[src/rtl/core/rgb_led_serial_encoder_defines.svh]
// ----------------------------------------------------------------------------
// RGB LED serial encoder assertion macros
// Shared property shorthands for the encoder's concurrent checks.
// ----------------------------------------------------------------------------
`ifndef RGB_LED_SERIAL_ENCODER_DEFINES_SVH
`define RGB_LED_SERIAL_ENCODER_DEFINES_SVH

// Same-cycle implication, sampled on clk, off while rst_n is low.
`define RGBSE_ASSERT_NOW(label, ante, cons, msg) \
  label: assert property (@(posedge clk) disable iff (!rst_n) (ante) |-> (cons)) \
    else $error(msg);

// Next-cycle implication, sampled on clk, off while rst_n is low.
`define RGBSE_ASSERT_NEXT(label, ante, cons, msg) \
  label: assert property (@(posedge clk) disable iff (!rst_n) (ante) |=> (cons)) \
    else $error(msg);

`endif

[src/rtl/core/rgbse_pkg.sv]
// ----------------------------------------------------------------------------
// RGB LED serial encoder package
// Beat types, command and queue status types, phases and register codes.
// ----------------------------------------------------------------------------
package rgbse_pkg;

  localparam int unsigned TIME_W     = 10;
  localparam int unsigned TICK_W     = 16;
  localparam int unsigned BITS_W     = 5;
  localparam int unsigned WORD_W     = 24;
  localparam int unsigned CFG_IDX_W  = 3;
  localparam int unsigned CFG_DATA_W = 16;

  // Two-entry queue between the front and back parts.
  localparam int unsigned Q_DEPTH = 2;
  localparam int unsigned Q_PTR_W = $clog2(Q_DEPTH);
  localparam int unsigned Q_CNT_W = $clog2(Q_DEPTH + 1);

  localparam logic [BITS_W-1:0] NUM_BITS = BITS_W'(24);

  // Register indexes on the configuration port.
  localparam logic [CFG_IDX_W-1:0] CFG_ZERO_HIGH = 3'd0;
  localparam logic [CFG_IDX_W-1:0] CFG_ZERO_LOW  = 3'd1;
  localparam logic [CFG_IDX_W-1:0] CFG_ONE_HIGH  = 3'd2;
  localparam logic [CFG_IDX_W-1:0] CFG_ONE_LOW   = 3'd3;
  localparam logic [CFG_IDX_W-1:0] CFG_LATCH     = 3'd4;

  // Register reset values.
  localparam logic [TIME_W-1:0] ZERO_HIGH_RST = 10'd16;
  localparam logic [TIME_W-1:0] ZERO_LOW_RST  = 10'd34;
  localparam logic [TIME_W-1:0] ONE_HIGH_RST  = 10'd32;
  localparam logic [TIME_W-1:0] ONE_LOW_RST   = 10'd18;
  localparam logic [TICK_W-1:0] LATCH_RST     = 16'd3200;

  typedef enum logic [1:0] {
    PH_IDLE  = 2'd0,
    PH_HIGH  = 2'd1,
    PH_LOW   = 2'd2,
    PH_LATCH = 2'd3
  } phase_t;

  typedef struct packed {
    logic       kind;
    logic [7:0] red;
    logic [7:0] green;
    logic [7:0] blue;
  } in_item_t;

  typedef struct packed {
    logic line_level;
    logic ready_res;
    logic load_taken;
    logic frame_done;
  } out_item_t;

  // Classified command as it sits in the queue.
  typedef struct packed {
    logic              is_load;
    logic [WORD_W-1:0] word;
  } cmd_t;

  typedef struct packed {
    logic not_empty;
    logic full;
  } q_stat_t;

endpackage

[src/rtl/core/rgbse_front.sv]
// ----------------------------------------------------------------------------
// RGB LED serial encoder front part
// Takes input beats, sorts them into load or tick commands and hands them on.
// ----------------------------------------------------------------------------
module rgbse_front (
  input  logic               clk,
  input  logic               rst_n,
  input  logic               in_valid,
  output logic               in_stall,
  input  rgbse_pkg::in_item_t in_data,
  input  rgbse_pkg::q_stat_t q_stat,
  output logic               q_push,
  output rgbse_pkg::cmd_t    q_cmd
);

  logic            valid_r;
  logic            valid_nxt;
  rgbse_pkg::cmd_t cmd_r;
  logic            accept;

  assign in_stall = valid_r && q_stat.full;
  assign accept   = in_valid && !in_stall;
  assign q_push   = valid_r && !q_stat.full;
  assign q_cmd    = cmd_r;

  always_comb begin
    valid_nxt = valid_r;
    if (accept) begin
      valid_nxt = 1'b1;
    end else if (q_push) begin
      valid_nxt = 1'b0;
    end
  end

  always_ff @(posedge clk) begin
    if (!rst_n) begin
      valid_r <= 1'b0;
    end else begin
      valid_r <= valid_nxt;
    end
  end

  // The pixel word is packed green, red, blue from the top down.
  always_ff @(posedge clk) begin
    if (accept) begin
      cmd_r.is_load <= in_data.kind;
      cmd_r.word    <= {in_data.green, in_data.red, in_data.blue};
    end
  end

endmodule

[src/rtl/core/rgbse_queue.sv]
// ----------------------------------------------------------------------------
// RGB LED serial encoder command queue
// Short first-in first-out buffer between the front and back parts.
// ----------------------------------------------------------------------------
module rgbse_queue (
  input  logic               clk,
  input  logic               rst_n,
  input  logic               push,
  input  rgbse_pkg::cmd_t    push_cmd,
  input  logic               pop,
  output rgbse_pkg::cmd_t    head_cmd,
  output rgbse_pkg::q_stat_t stat
);

  rgbse_pkg::cmd_t                     mem_r [rgbse_pkg::Q_DEPTH];
  logic [rgbse_pkg::Q_PTR_W-1:0]       wr_ptr_r;
  logic [rgbse_pkg::Q_PTR_W-1:0]       wr_ptr_nxt;
  logic [rgbse_pkg::Q_PTR_W-1:0]       rd_ptr_r;
  logic [rgbse_pkg::Q_PTR_W-1:0]       rd_ptr_nxt;
  logic [rgbse_pkg::Q_CNT_W-1:0]       count_r;
  logic [rgbse_pkg::Q_CNT_W-1:0]       count_nxt;

  assign stat.not_empty = (count_r != '0);
  assign stat.full      = (count_r == rgbse_pkg::Q_CNT_W'(rgbse_pkg::Q_DEPTH));
  assign head_cmd       = mem_r[rd_ptr_r];

  always_comb begin
    wr_ptr_nxt = wr_ptr_r;
    rd_ptr_nxt = rd_ptr_r;
    count_nxt  = count_r;
    if (push) begin
      wr_ptr_nxt = (wr_ptr_r == rgbse_pkg::Q_PTR_W'(rgbse_pkg::Q_DEPTH - 1)) ?
                   '0 : wr_ptr_r + 1'b1;
    end
    if (pop) begin
      rd_ptr_nxt = (rd_ptr_r == rgbse_pkg::Q_PTR_W'(rgbse_pkg::Q_DEPTH - 1)) ?
                   '0 : rd_ptr_r + 1'b1;
    end
    if (push && !pop) begin
      count_nxt = count_r + 1'b1;
    end else if (pop && !push) begin
      count_nxt = count_r - 1'b1;
    end
  end

  always_ff @(posedge clk) begin
    if (!rst_n) begin
      wr_ptr_r <= '0;
      rd_ptr_r <= '0;
      count_r  <= '0;
    end else begin
      wr_ptr_r <= wr_ptr_nxt;
      rd_ptr_r <= rd_ptr_nxt;
      count_r  <= count_nxt;
    end
  end

  always_ff @(posedge clk) begin
    if (push) begin
      mem_r[wr_ptr_r] <= push_cmd;
    end
  end

endmodule

[src/rtl/core/rgbse_back.sv]
// ----------------------------------------------------------------------------
// RGB LED serial encoder back part
// Runs the bit timing machine on queued commands and holds the result beat.
// ----------------------------------------------------------------------------
module rgbse_back (
  input  logic                                 clk,
  input  logic                                 rst_n,
  input  rgbse_pkg::cmd_t                      q_cmd,
  input  rgbse_pkg::q_stat_t                   q_stat,
  output logic                                 q_pop,
  input  logic                                 cfg_we,
  input  logic [rgbse_pkg::CFG_IDX_W-1:0]      cfg_index,
  input  logic [rgbse_pkg::CFG_DATA_W-1:0]     cfg_data,
  output logic                                 out_valid,
  input  logic                                 out_stall,
  output rgbse_pkg::out_item_t                 out_data
);

  logic [rgbse_pkg::TIME_W-1:0] zero_high_r;
  logic [rgbse_pkg::TIME_W-1:0] zero_low_r;
  logic [rgbse_pkg::TIME_W-1:0] one_high_r;
  logic [rgbse_pkg::TIME_W-1:0] one_low_r;
  logic [rgbse_pkg::TICK_W-1:0] latch_r;

  rgbse_pkg::phase_t            phase_r;
  rgbse_pkg::phase_t            phase_nxt;
  logic [rgbse_pkg::WORD_W-1:0] shift_r;
  logic [rgbse_pkg::WORD_W-1:0] shift_nxt;
  logic [rgbse_pkg::BITS_W-1:0] bits_r;
  logic [rgbse_pkg::BITS_W-1:0] bits_nxt;
  logic [rgbse_pkg::BITS_W-1:0] bits_dec;
  logic [rgbse_pkg::TICK_W-1:0] cnt_r;
  logic [rgbse_pkg::TICK_W-1:0] cnt_nxt;
  logic [rgbse_pkg::TICK_W-1:0] cnt_inc;
  logic [rgbse_pkg::TICK_W-1:0] limit;
  logic                         over;
  logic                         bit_one;

  logic                 out_valid_r;
  rgbse_pkg::out_item_t out_data_r;
  rgbse_pkg::out_item_t res;

  assign q_pop     = q_stat.not_empty && (!out_valid_r || !out_stall);
  assign out_valid = out_valid_r;
  assign out_data  = out_data_r;

  // Timing registers; unknown indexes are dropped.
  always_ff @(posedge clk) begin
    if (!rst_n) begin
      zero_high_r <= rgbse_pkg::ZERO_HIGH_RST;
      zero_low_r  <= rgbse_pkg::ZERO_LOW_RST;
      one_high_r  <= rgbse_pkg::ONE_HIGH_RST;
      one_low_r   <= rgbse_pkg::ONE_LOW_RST;
      latch_r     <= rgbse_pkg::LATCH_RST;
    end else if (cfg_we) begin
      case (cfg_index)
        rgbse_pkg::CFG_ZERO_HIGH: zero_high_r <= cfg_data[rgbse_pkg::TIME_W-1:0];
        rgbse_pkg::CFG_ZERO_LOW:  zero_low_r  <= cfg_data[rgbse_pkg::TIME_W-1:0];
        rgbse_pkg::CFG_ONE_HIGH:  one_high_r  <= cfg_data[rgbse_pkg::TIME_W-1:0];
        rgbse_pkg::CFG_ONE_LOW:   one_low_r   <= cfg_data[rgbse_pkg::TIME_W-1:0];
        rgbse_pkg::CFG_LATCH:     latch_r     <= cfg_data;
        default: ;
      endcase
    end
  end

  assign bit_one  = shift_r[rgbse_pkg::WORD_W-1];
  assign cnt_inc  = cnt_r + 1'b1;
  assign bits_dec = (bits_r != '0) ? bits_r - 1'b1 : bits_r;

  always_comb begin
    case (phase_r)
      rgbse_pkg::PH_HIGH:  limit = rgbse_pkg::TICK_W'(bit_one ? one_high_r : zero_high_r);
      rgbse_pkg::PH_LOW:   limit = rgbse_pkg::TICK_W'(bit_one ? one_low_r : zero_low_r);
      rgbse_pkg::PH_LATCH: limit = latch_r;
      default:             limit = '0;
    endcase
  end

  // A zero limit still ends the period after one tick.
  assign over = (cnt_inc >= limit);

  // Next state.
  always_comb begin
    phase_nxt = phase_r;
    shift_nxt = shift_r;
    bits_nxt  = bits_r;
    cnt_nxt   = cnt_r;
    if (q_cmd.is_load) begin
      if (phase_r == rgbse_pkg::PH_IDLE) begin
        shift_nxt = q_cmd.word;
        bits_nxt  = rgbse_pkg::NUM_BITS;
        cnt_nxt   = '0;
        phase_nxt = rgbse_pkg::PH_HIGH;
      end
    end else begin
      case (phase_r)
        rgbse_pkg::PH_HIGH: begin
          cnt_nxt = over ? '0 : cnt_inc;
          if (over) begin
            phase_nxt = rgbse_pkg::PH_LOW;
          end
        end
        rgbse_pkg::PH_LOW: begin
          cnt_nxt = over ? '0 : cnt_inc;
          if (over) begin
            shift_nxt = {shift_r[rgbse_pkg::WORD_W-2:0], 1'b0};
            bits_nxt  = bits_dec;
            phase_nxt = (bits_dec == '0) ? rgbse_pkg::PH_LATCH : rgbse_pkg::PH_HIGH;
          end
        end
        rgbse_pkg::PH_LATCH: begin
          cnt_nxt = over ? '0 : cnt_inc;
          if (over) begin
            phase_nxt = rgbse_pkg::PH_IDLE;
          end
        end
        default: ;
      endcase
    end
  end

  // Result fields.
  always_comb begin
    res.line_level = (phase_r == rgbse_pkg::PH_HIGH);
    res.ready_res  = (phase_nxt == rgbse_pkg::PH_IDLE);
    res.load_taken = q_cmd.is_load && (phase_r == rgbse_pkg::PH_IDLE);
    res.frame_done = !q_cmd.is_load && (phase_r == rgbse_pkg::PH_LATCH) && over;
  end

  always_ff @(posedge clk) begin
    if (!rst_n) begin
      phase_r     <= rgbse_pkg::PH_IDLE;
      shift_r     <= '0;
      bits_r      <= '0;
      cnt_r       <= '0;
      out_valid_r <= 1'b0;
    end else begin
      if (q_pop) begin
        phase_r <= phase_nxt;
        shift_r <= shift_nxt;
        bits_r  <= bits_nxt;
        cnt_r   <= cnt_nxt;
      end
      if (q_pop) begin
        out_valid_r <= 1'b1;
      end else if (!out_stall) begin
        out_valid_r <= 1'b0;
      end
    end
  end

  always_ff @(posedge clk) begin
    if (q_pop) begin
      out_data_r <= res;
    end
  end

endmodule

[src/rtl/core/rgb_led_serial_encoder.sv]
// ----------------------------------------------------------------------------
// RGB LED serial encoder
// Single-wire pulse-width encoder for an addressable RGB LED. Every input
// beat returns exactly one result beat, in order. A load beat latches one
// pixel (green, red, blue, sent most significant bit first) and is taken
// only while the encoder is idle; a load refused while busy returns
// load_taken low and ready_res low. Each tick beat is one timing quantum:
// its result carries the line level for that tick. A 0 bit is high for
// zero_high_ticks then low for zero_low_ticks, a 1 bit uses the one_*
// pair, and after 24 bits the line stays low for latch_ticks, the last of
// which raises frame_done. The encoder accepts one beat per clock in steady
// state while the output is not stalled; a beat passes through the input
// register, the command queue and the output register. Write the timing
// registers only while the encoder is idle and drained.
// ----------------------------------------------------------------------------
`include "rgb_led_serial_encoder_defines.svh"

module rgb_led_serial_encoder (
  input  logic                             clk,
  input  logic                             rst_n,
  input  logic                             in_valid,
  output logic                             in_stall,
  input  rgbse_pkg::in_item_t              in_data,
  output logic                             out_valid,
  input  logic                             out_stall,
  output rgbse_pkg::out_item_t             out_data,
  input  logic                             cfg_valid,
  output logic                             cfg_ready,
  input  logic [rgbse_pkg::CFG_IDX_W-1:0]  cfg_index,
  input  logic [rgbse_pkg::CFG_DATA_W-1:0] cfg_data
);

  // The front part registers each beat and classifies it; the back part
  // runs the bit timing machine. The queue lets the input keep flowing for
  // a couple of beats while the output is stalled.
  logic               q_push;
  logic               q_pop;
  rgbse_pkg::cmd_t    push_cmd;
  rgbse_pkg::cmd_t    head_cmd;
  rgbse_pkg::q_stat_t q_stat;

  // Register writes are always taken.
  assign cfg_ready = 1'b1;

  rgbse_front u_front (
    .clk      (clk),
    .rst_n    (rst_n),
    .in_valid (in_valid),
    .in_stall (in_stall),
    .in_data  (in_data),
    .q_stat   (q_stat),
    .q_push   (q_push),
    .q_cmd    (push_cmd)
  );

  rgbse_queue u_queue (
    .clk      (clk),
    .rst_n    (rst_n),
    .push     (q_push),
    .push_cmd (push_cmd),
    .pop      (q_pop),
    .head_cmd (head_cmd),
    .stat     (q_stat)
  );

  rgbse_back u_back (
    .clk       (clk),
    .rst_n     (rst_n),
    .q_cmd     (head_cmd),
    .q_stat    (q_stat),
    .q_pop     (q_pop),
    .cfg_we    (cfg_valid && cfg_ready),
    .cfg_index (cfg_index),
    .cfg_data  (cfg_data),
    .out_valid (out_valid),
    .out_stall (out_stall),
    .out_data  (out_data)
  );

  // A taken load always leaves the encoder busy.
  `RGBSE_ASSERT_NOW(a_load_busy, out_valid && out_data.load_taken, !out_data.ready_res, "load taken but idle")
  // The end of a frame returns to idle with the line low.
  `RGBSE_ASSERT_NOW(a_done_idle, out_valid && out_data.frame_done, out_data.ready_res && !out_data.line_level, "frame done not idle")
  // The back part never pops an empty queue.
  `RGBSE_ASSERT_NOW(a_pop_nonempty, q_pop, q_stat.not_empty, "pop from empty queue")
  // The front part never pushes into a full queue.
  `RGBSE_ASSERT_NOW(a_push_room, q_push, !q_stat.full, "push into full queue")

endmodule

[config.mk]
export PLATFORM = sky130hd
export DESIGN_NAME = rgb_led_serial_encoder
export DESIGN_NICKNAME = d
export VERILOG_FILES = /design/src/rtl/core/rgbse_pkg.sv /design/src/rtl/core/rgbse_front.sv /design/src/rtl/core/rgbse_queue.sv /design/src/rtl/core/rgbse_back.sv /design/src/rtl/core/rgb_led_serial_encoder.sv
export VERILOG_INCLUDE_DIRS = /design/src /design/src/rtl/core
export SDC_FILE = /design/constraint.sdc
export NUM_CORES = 1
export LEC_CHECK = 0
export BUFFER_PORTS_ARGS = -buffer_cell sky130_fd_sc_hd__buf_2
export CAP_MARGIN = 20
export CORE_MARGIN = 3
export CORE_UTILIZATION = 30
export CTS_CLUSTER_SIZE = 24
export DETAILED_ROUTE_END_ITERATION = 6
export GPL_TIMING_DRIVEN = 0
export PLACE_DENSITY = 0.5
export SKIP_LAST_GASP = 1
export SYNTH_ARGS = -nofsm -noshare
export SYNTH_HDL_FRONTEND = slang
export SYNTH_SLANG_ARGS = --single-unit
[constraint.sdc]
create_clock -name clk -period 7.1 [get_ports clk]
set_clock_uncertainty 0.05 [all_clocks]
set_input_delay 0 -clock clk [delete_from_list [all_inputs] [get_ports clk]]
set_output_delay 0 -clock clk [all_outputs]
set_load 0.03 [all_outputs]
==> summary.md <==
| Metric | Value |
|---|---|
| Post-DR vias/cell | between 4 and 5 |
| Area contributors post-synth | edfxtp_1 29%, dfxtp_1 27%, nand2_1 8.3%, a21oi_1 5.5%, mux2i_1 4.6% |
| Longest Clk Path Bufs | 2 |
| Setup violators final | 0 |
| Critical Path Sink Type | register |
| Clock power share | 0.310 |
| Average size of a mapped cell | ~10 sq um |
| Setup CP Type | register to register |
| Sequential area share after synthesis | 0.563 |
| Largest net degree at the start of global routing | 26 |
| Pwr/cell area | slightly above 300 mW/mm^2 |
| CTS Buf Count | 17 |
| Total GRT Usage | 0.137 |
| FMAX | ~240 MHz |
| CTS clk-pin slew, worst paths | about 0.080 ns |
| Primary FF master, synth | dfxtp_1 |
| Cts repair resizes | 0 |
| Flops & latches, synth | 189 |
| Synth cell count leaders | 180 x nand2_1, 110 x dfxtp_1, 89 x a21oi_1 |
| Post-Synthesis Cells | approximately 820 |
| Vias in the first global route | slightly below 6000 |
| Die area | around 0.029 sq mm |
| Outcome | complete, no violations |
| Post-DRT Antenna Nets | 0 |
| Int Power | 2.00 mW |
| CP delay by family, top | simple AND/OR/NAND/NOR gates |
| Slowest cell delay on critical path | ~0.52 ns |
| Critical path buffers and inverters | 2 |
| Area leader, netlist | edfxtp_1 |
| Clock latency on the worst-skew pair | 0.43 ns |
| Hold buffer count at CTS | between 40 and 50 |
| Post-synth EDFFs | between 70 and 80 |
| Yosys warning count | 0 |
| Synth Cell Area | slightly above 0.008 sq mm |
| Flop pwr share | 0.432 |
| Rel. slew slack | 0.427 |
| Worst Tran Pin Value | approximately 0.86 ns |
| Final design utilization | 0.375 |
| Die span in x | approximately 170 um |
| Initial Util | 0.308 |
| Initial DRT Pass Iterations | 4 |
| Ports | 56 |
| Fin crit share | 0.588 |
| Max-Cap Viols | 0 |
| Final Hold Vio Count | 0 |
| DR vias | around 6100 |
| DR iter-0 viols | between 300 and 400 |
| RSZ-0062 raised after global routing | no |
| Syn nets | between 800 and 900 |
| Post-DP HPWL | between 10000 and 15000 um |
| CP most frequent cell | nand2_1 |
| Sw power | 1.03 mW |
| Setup WS post-layout | around 3 ns |
| Post-CTS Repair Setup Buffers | 0 |
| CP max-delay cell | or4b_4 |
| FP Rows | slightly below 60 |
| Die Ht | approximately 170 um |
| HP Class | input port to register |
| Switch share | 0.340 |
| Initial antenna violation count | 0 |
| Comb power frac | 0.258 |
| # diodes | 0 |
| Layout cells sized above 1 | 0.121 |
| Footprint of the multi-input gates | 0.00330 sq mm |
| Routed wire length | 19400 um |
| GR Overflow Total | 0 |
| Buffers on Ports | 52 |
| Synth cell types | 53 |
| Most numerous cell in the Yosys netlist | nand2_1 |
| Tmin final | approximately 4.2 ns |
| First-pass GRT wire length | between 30000 and 40000 um |
| Worst-path cell chain | clkbuf_1 -> nand2_1 -> nor3_1 -> nand3_1 -> or2_2 -> nand2_1 -> nand2_1 -> ha_1 -> nand4_2 -> nor3_2 -> or4b_4 -> and4_2 -> clkbuf_1 -> nand2_1 -> o21ai_0 |
| Startpoint Class | register |
| DRC | 0 |
| Hold WS | roughly 0.13 ns |
| Clock root cell | clkbuf_16 |
| Fill cells | between 2000 and 3000 |
| Async SR Flop Fraction | 0 |
| Wirelength per Cell | roughly 15 um |
| Area Overhead vs Synth | 21.8% |
| LEAKAGE | approximately 3.6 nW |
| Pre-CTS WS | 2.89 ns |
| FF/Latch Area | 0.00457 sq mm |
| Core area | approximately 0.026 sq mm |
| Worst Path Required | approximately 7.4 ns |
| Maximum VDD drop | around 170 uV |
| Fin nets | ~1000 |
| Setup TNS | 0 ns |
| WP data arrival | approximately 4.4 ns |
| Gpl congestion | approximately 0.79 |
| Top-area cell type share of the netlist area | 0.292 |
| Largest fanout on the critical path | 10 |
| CTS tree | done |
| Final slew viol count | 0 |
| # H-tree levels | 4 |
| Num Clock Sinks | approximately 190 |
[placed cells by master (no fill, tap or decap), types with 3 or more instances in the layout]
| cell | synthesis | routed |
|---|---|---|
| a211o_1 | 24 | 24 |
| a21o_1 | 3 | 3 |
| a21oi_1 | 89 | 89 |
| a22oi_1 | 9 | 9 |
| a31oi_1 | 11 | 11 |
| a32o_1 | 6 | 6 |
| and3_1 | 7 | 7 |
| buf_1 | 3 | 3 |
| buf_2 | 6 | 58 |
| clkbuf_1 | 42 | 43 |
| clkbuf_16 | 0 | 17 |
| clkinv_4 | 0 | 5 |
| clkinv_8 | 0 | 3 |
| dfxtp_1 | 110 | 110 |
| dlygate4sd3_1 | 0 | 44 |
| edfxtp_1 | 79 | 79 |
| ha_1 | 19 | 19 |
| inv_1 | 15 | 15 |
| inv_8 | 0 | 3 |
| mux2_2 | 11 | 11 |
| mux2i_1 | 37 | 37 |
| nand2_1 | 180 | 180 |
| nand2b_1 | 7 | 7 |
| nand3_1 | 25 | 25 |
| nand4_1 | 4 | 4 |
| nor2_1 | 48 | 47 |
| nor3_1 | 6 | 6 |
| nor4_1 | 4 | 4 |
| o21ai_0 | 17 | 17 |
| o22ai_1 | 5 | 5 |
| o31ai_1 | 3 | 3 |
| xnor2_1 | 6 | 6 |
| xor2_1 | 10 | 10 |
[state kept, by name (all words and copies together), names as in the netlist, 4 cells and up, named ones only]
signal / cells
u_back.bits_r: 5
u_back.cnt_r: 16
u_back.latch_r: 16
u_back.one_high_r: 10
u_back.one_low_r: 10
u_back.out_data: 4
u_back.shift_r: 24
u_back.zero_high_r: 10
u_back.zero_low_r: 10
u_front.q_cmd: 25
u_queue.mem_r: 50
[path summary, 6_finish.rpt]
| check | to | slack (ns) | start | depth (start not counted) |
|---|---|---|---|---|
| setup / recovery | u_back.cnt_r[0] | 2.92 | u_back.cnt_r[6] | 15 |
| hold / removal | u_back.one_high_r[6] | 0.13 | cfg_index[1] | 5 |
| setup reg to reg | u_back.cnt_r[0] | 2.92 | u_back.cnt_r[6] | 15 |
| hold reg to reg | u_queue.mem_r[0][9] | 0.39 | u_front.q_cmd[9] | 0 |
[power groups by stage]
stage          Combinational [mW]  Clock (mW)  Sequential, mW
6_report                    0.780       0.939            1.31
2_1_floorplan               0.514           0            1.35
3_5_place_dp                0.765           0            1.34
4_1_cts                     0.787       0.965            1.31
3_3_place_gp                0.757           0            1.34
5_1_grt                     0.871        1.00            1.32
[final cells by class]
type                    count  share of cell area
plain buffers              52              0.0209
clock inverters            14              0.0157
inverters                  15             0.00569
flip-flops and latches    189               0.462
well taps                 335              0.0424
multi-input cells         560               0.333
clock buffers              18              0.0434
repair buffers             98              0.0764
[kinds of logic after synthesis]
logic type | after synthesis | share of synthesized area
other cells | 1 | 0.000462
mux | 49 | 0.0622
flops | 189 | 0.563
xor+xnor | 16 | 0.0173
buf+inv | 67 | 0.0323
simple gates | 299 | 0.159
fa+ha+maj | 19 | 0.0293
compound gates | 176 | 0.136
[routing by layer]
| metal | vias to the layer above | global-route usage | wire (um) |
|---|---|---|---|
| met1 | 2856 | 0.186 | 9340 |
| li1 | 3121 | - | - |
| met3 | 11 | 0.0256 | 641 |
| met4 | 0 | 0.0353 | 181 |
| met2 | 92 | 0.226 | 9200 |
| met5 | - | 0 | 0 |
[through the flow]
step | cells | power [mW] | cell area [sq um]
finish | 1281 | 3.03 | 9890
global placement | 1203 | 2.09 | 8800
floorplan | 816 | 1.86 | 8120
detailed placement | 1205 | 2.10 | 8870
CTS | 1281 | 3.06 | 9890
global route | 1281 | 3.20 | 9890
[worst min-delay path: stages]
cell and delay, ns:
buf_2 0.13, nand2_1 0.07, nor2_1 0.18, nand2_1 0.12
a21oi_1 0.05
Power figures use the tool's default switching activity.
